## src/rtl/kec_pkg.sv

```systemverilog
package kec_pkg;

    localparam int unsigned TABLE_ENTRIES_DEF = 4096;
    localparam int unsigned MAX_PROBES_DEF    = 8;
    localparam logic [63:0] HASH_MULT         = 64'd2654435761;
    localparam logic [31:0] COUNT_MAX         = 32'hFFFF_FFFF;
    localparam logic [5:0]  KMER_LENGTH_RST   = 6'd21;
    localparam logic [15:0] MIN_WEIGHT_RST    = 16'd3;

    localparam logic [0:0] REG_KMER_LENGTH = 1'b0;
    localparam logic [0:0] REG_MIN_WEIGHT  = 1'b1;

    localparam logic KIND_BASE   = 1'b0;
    localparam logic KIND_LOOKUP = 1'b1;

    // controller -> datapath
    typedef struct packed {
        logic clear;      // clear one slot valid bit after reset
        logic load;       // capture request, update rolling k-mer
        logic mult_lo;    // first partial product
        logic mult_hi;    // high partial product, form home slot
        logic probe_rd;   // issue read at current probe slot
        logic probe_nxt;  // advance probe index
        logic wr_hit;     // write incremented count
        logic wr_new;     // write fresh entry
        logic emit;       // present result
        logic set_over;   // mark overflow on result
    } kec_cmd_t;

    // datapath -> controller
    typedef struct packed {
        logic clear_last;
        logic is_lookup;
        logic counted;    // enough bases for a k-mer
        logic slot_valid;
        logic key_match;
        logic last_probe;
        logic table_full;
    } kec_stat_t;

    function automatic logic [1:0] base_code(input logic [7:0] ch);
        logic [1:0] c;
        c = 2'd0;
        case (ch)
            8'h43, 8'h63: c = 2'd1;
            8'h47, 8'h67: c = 2'd2;
            8'h54, 8'h74: c = 2'd3;
            default:      c = 2'd0;
        endcase
        return c;
    endfunction

endpackage

```

## src/rtl/kec_ctrl.sv

```systemverilog
module kec_ctrl
(
    input  logic               clk,
    input  logic               rst_n,
    input  logic               start,
    output logic               busy,
    input  kec_pkg::kec_stat_t stat,
    output kec_pkg::kec_cmd_t  cmd
);

    typedef enum logic [2:0] {
        S_CLEAR, S_IDLE, S_MUL_LO, S_MUL_HI, S_READ, S_CHECK, S_DONE
    } state_t;

    state_t state_reg, state_next;

    always_comb
    begin
        state_next = state_reg;
        cmd = '0;
        unique case (state_reg)
            S_CLEAR:
            begin
                cmd.clear = 1'b1;
                if (stat.clear_last)
                    state_next = S_IDLE;
            end
            S_IDLE:
            begin
                if (start)
                begin
                    cmd.load = 1'b1;
                    state_next = S_MUL_LO;
                end
            end
            S_MUL_LO:
            begin
                if (!stat.is_lookup && !stat.counted)
                    state_next = S_IDLE;
                else
                begin
                    cmd.mult_lo = 1'b1;
                    state_next = S_MUL_HI;
                end
            end
            S_MUL_HI:
            begin
                cmd.mult_hi = 1'b1;
                state_next = S_READ;
            end
            S_READ:
            begin
                cmd.probe_rd = 1'b1;
                state_next = S_CHECK;
            end
            S_CHECK:
            begin
                if (stat.slot_valid && stat.key_match)
                begin
                    cmd.wr_hit = !stat.is_lookup;
                    cmd.emit = 1'b1;
                    state_next = S_DONE;
                end
                else if (!stat.slot_valid)
                begin
                    if (!stat.is_lookup && !stat.table_full)
                        cmd.wr_new = 1'b1;
                    else if (!stat.is_lookup)
                        cmd.set_over = 1'b1;
                    cmd.emit = 1'b1;
                    state_next = S_DONE;
                end
                else if (stat.last_probe)
                begin
                    cmd.set_over = !stat.is_lookup;
                    cmd.emit = 1'b1;
                    state_next = S_DONE;
                end
                else
                begin
                    cmd.probe_nxt = 1'b1;
                    state_next = S_READ;
                end
            end
            S_DONE:
            begin
                state_next = S_IDLE;
            end
            default: state_next = S_IDLE;
        endcase
    end

    always_ff @(posedge clk or negedge rst_n)
    begin
        if (!rst_n)
            state_reg <= S_CLEAR;
        else
            state_reg <= state_next;
    end

    assign busy = (state_reg != S_IDLE);

endmodule

```

## config.mk

```make
export PLATFORM = sky130hd
export DESIGN_NAME = kec_ctrl
export DESIGN_NICKNAME = d
export VERILOG_FILES = /design/src/rtl/kec_pkg.sv /design/src/rtl/kec_ctrl.sv
export SDC_FILE = /design/constraint.sdc
export NUM_CORES = 1
export LEC_CHECK = 0
export BUFFER_PORTS_ARGS = -buffer_cell sky130_fd_sc_hd__buf_2
export CORE_AREA = 2 2 39 41
export CTS_BUF_LIST = sky130_fd_sc_hd__clkbuf_16
export CTS_CLUSTER_SIZE = 20
export DETAILED_ROUTE_END_ITERATION = 8
export DIE_AREA = 0 0 41 43
export HOLD_SLACK_MARGIN = 0.06
export SLEW_MARGIN = 5
export SYNTH_ARGS = -nofsm -noshare
export SYNTH_HDL_FRONTEND = slang
export SYNTH_SLANG_ARGS = --single-unit
export TNS_END_PERCENT = 50
```

## constraint.sdc

```tcl
create_clock -name clk -period 1.3 [get_ports clk]
set_input_delay 0 -clock clk [delete_from_list [all_inputs] [get_ports clk]]
set_output_delay 0 -clock clk [all_outputs]
set_load 0.02 [all_outputs]
```

==> results.toml <==
[routing]
drc = 0
wl_per_cell_um = 11.0
first_iter_violations = 3
drt_wl_total_um = 927
drt_pass1_iterations = 2
ant_nets = 0
vias_per_cell = 4.58
vias = 385

[sta]
finalSetupViolations = 0
worstMarginPinSlew_ns = 0.275
rsz0062_at_grt = "yes"
relSlewSlack_pct = 81.5
clock.fmax_mhz = 790
fin_crit_sh_pct = 97.4
min_period_ns = 1.27
setup_ws_ns = 0.0343
drv_slew = 0
hold_ws_ns = 0.0997
tns_ns = 0
finClkSkew_ns = 0.000531
hold_violations = 0

[worst_setup_path]
cp-end-kind = "primary output"
cp-start-kind = "flop"
rr_worst_depth = 5
crit_arrival_ns = 1.27
critPathMaxFanout = 4
startpoint = "state_reg[0]"
crit_type = "flop to primary output"
rr_startpoint = "state_reg[1]"
cp_data_required_time_ns = 1.30

[clocking]
root_buffer = "clkbuf_16"
clk_pin_slew_worst_paths_ns = 0.03
numCtsBuffers = 3
cts.sinks = 3
insertion_delay_ns = 0.22
cts_htree_levels = 1
cts_tree = "built"
clk_path_buf_depth = 2

[power_and_ir_drop]
p_leak_uw = 0.000307
power-per-cell-area_nw_per_um2 = 2280
worst_ir_drop_vdd_uv = 746
total_power_uw = 1450

[die]
row_count = 14
start_util_pct = 25.6
io_pins = 21
chipWidth_um = 41
dieHeight_um = 43
core_area_um2 = 1380
dieArea_um2 = 1760

[layout]
final_cell_mix = "buf_2, buf_4, inv_1"
nets = 80
final_common_cell = "buf_2"
area.growth.synth_to_final_pct = 79.5
final_util_pct = 45.9
largest_register_ffs = 3
drive_gt1_share_pct = 61.8
n_antenna_cell = 0

[outcome]
status = "finished clean"

[global_routing]
globalRoute.totalOverflow = 0
grt_pass1_vias = 367
antenna_found_initial = 0
grtUsageTotal_pct = 12.3
grt_max_degree = 10
grt_pass1_wl_um = 1520

[yosys]
synth_area_um2 = 354
syn_inst = 40
syn_nets = 51
synth.avg_cell_area_um2 = 8.85
ys_seq_elements = 3
yosys_warnings = 0
ys_seq_area_share_pct = 21.2
yosysUniqueCellTypes = 24

[placed_design]
routabilityCongestion = 0.740
dp_slack_ns = 0.115
hpwl_um = 676
port-buffer-count = 20

[run]
maxCapViolCount = 0

[worst_hold_path]
hold_path_class = "primary input to async pin"
## cells by family (layout without fill, tap and decap cells)
family | Yosys count | count (layout) | share of synthesized area, %
AOI/OAI and AO/OA | 8 | 8 | 20.1
DFF | 3 | 3 | 21.2
buffers and inverters | 7 | 35 | 15.2
adders and majority gates | 1 | 1 | 3.53
muxes | 1 | 1 | 2.83
and+or+nand+nor | 20 | 20 | 37.1
## per-layer routing
layer  track usage (%)  vias to the layer above  part of all wire (%)
met3              3.14                        0                   5.1
met4              4.00                        0                     0
met2              17.5                       16                    51
met1              17.6                      170                    44
met5                 0                        -                     0
li1                  -                      199                     -
## critical path, cell delays in order (launching register included)
cell,delay (ns)
dfrtp_2,0.44
buf_6,0.14
nor4_4,0.28
buf_4,0.19
## Yosys cell counts (all sizes together)
library cell	number	area share, %
nor2	4	4.2
buf	3	9.5
a211oi	1	2.1
nor3	4	7.1
o2bb2a	1	5.7
a2bb2oi	1	2.5
o211ai	1	2.1
nand2	2	2.1
dfrtp	3	21
nor3b	2	5.7
ha	1	3.5
o31ai	1	3.5
nor4	2	7.8
mux2i	1	2.8
inv	4	5.7
nand3	2	2.8
and3	1	2.1
a21oi	1	1.4
nor2b	3	5.3
o21ai	2	2.8
## path summary, 6_finish.rpt
kind	to	slack, ns
setup / recovery	cmd[7]	0.03
hold / removal	state_reg[1]	0.1
setup reg to reg	state_reg[1]	0.08
hold reg to reg	state_reg[0]	0.72
max in group asynchronous	state_reg[0]	1.08
min in group clk	state_reg[2]	0.10
## power breakdown
part | internal (uW) | total, uW | switching, uW | leakage [uW]
Combinational | 344 | 771 | 427 | 0.000226
Clock | 397 | 480 | 83.4 | 0.0000423
Sequential | 134 | 196 | 61.9 | 0.0000381
Total | 874 | 1450 | 573 | 0.000307
## repair_timing
item	4_1_cts	5_1_grt
endpoints found under the hold margin	3	0
setup endpoints to repair	5	6
hold buffers	1	0
resized for setup	6	6
pin swaps	0	1
buffers inserted	0	2
## metrics by stage
step                instances  area (um^2)
finish                     84          636
global route               84          636
CTS                        82          597
detailed placement         77          489
global placement           77          489
floorplan                  40          360
## final cells by class
type	count	area (um^2)
fill	132	748
multi-input combinational	30	262
timing repair buffer	27	179
sequential	3	76.3
clock buffer	3	75.1
inverter	4	20.0
tap	16	20.0
clock inverter	1	3.75
No activity file was read; power rests on OpenSTA's default activity.
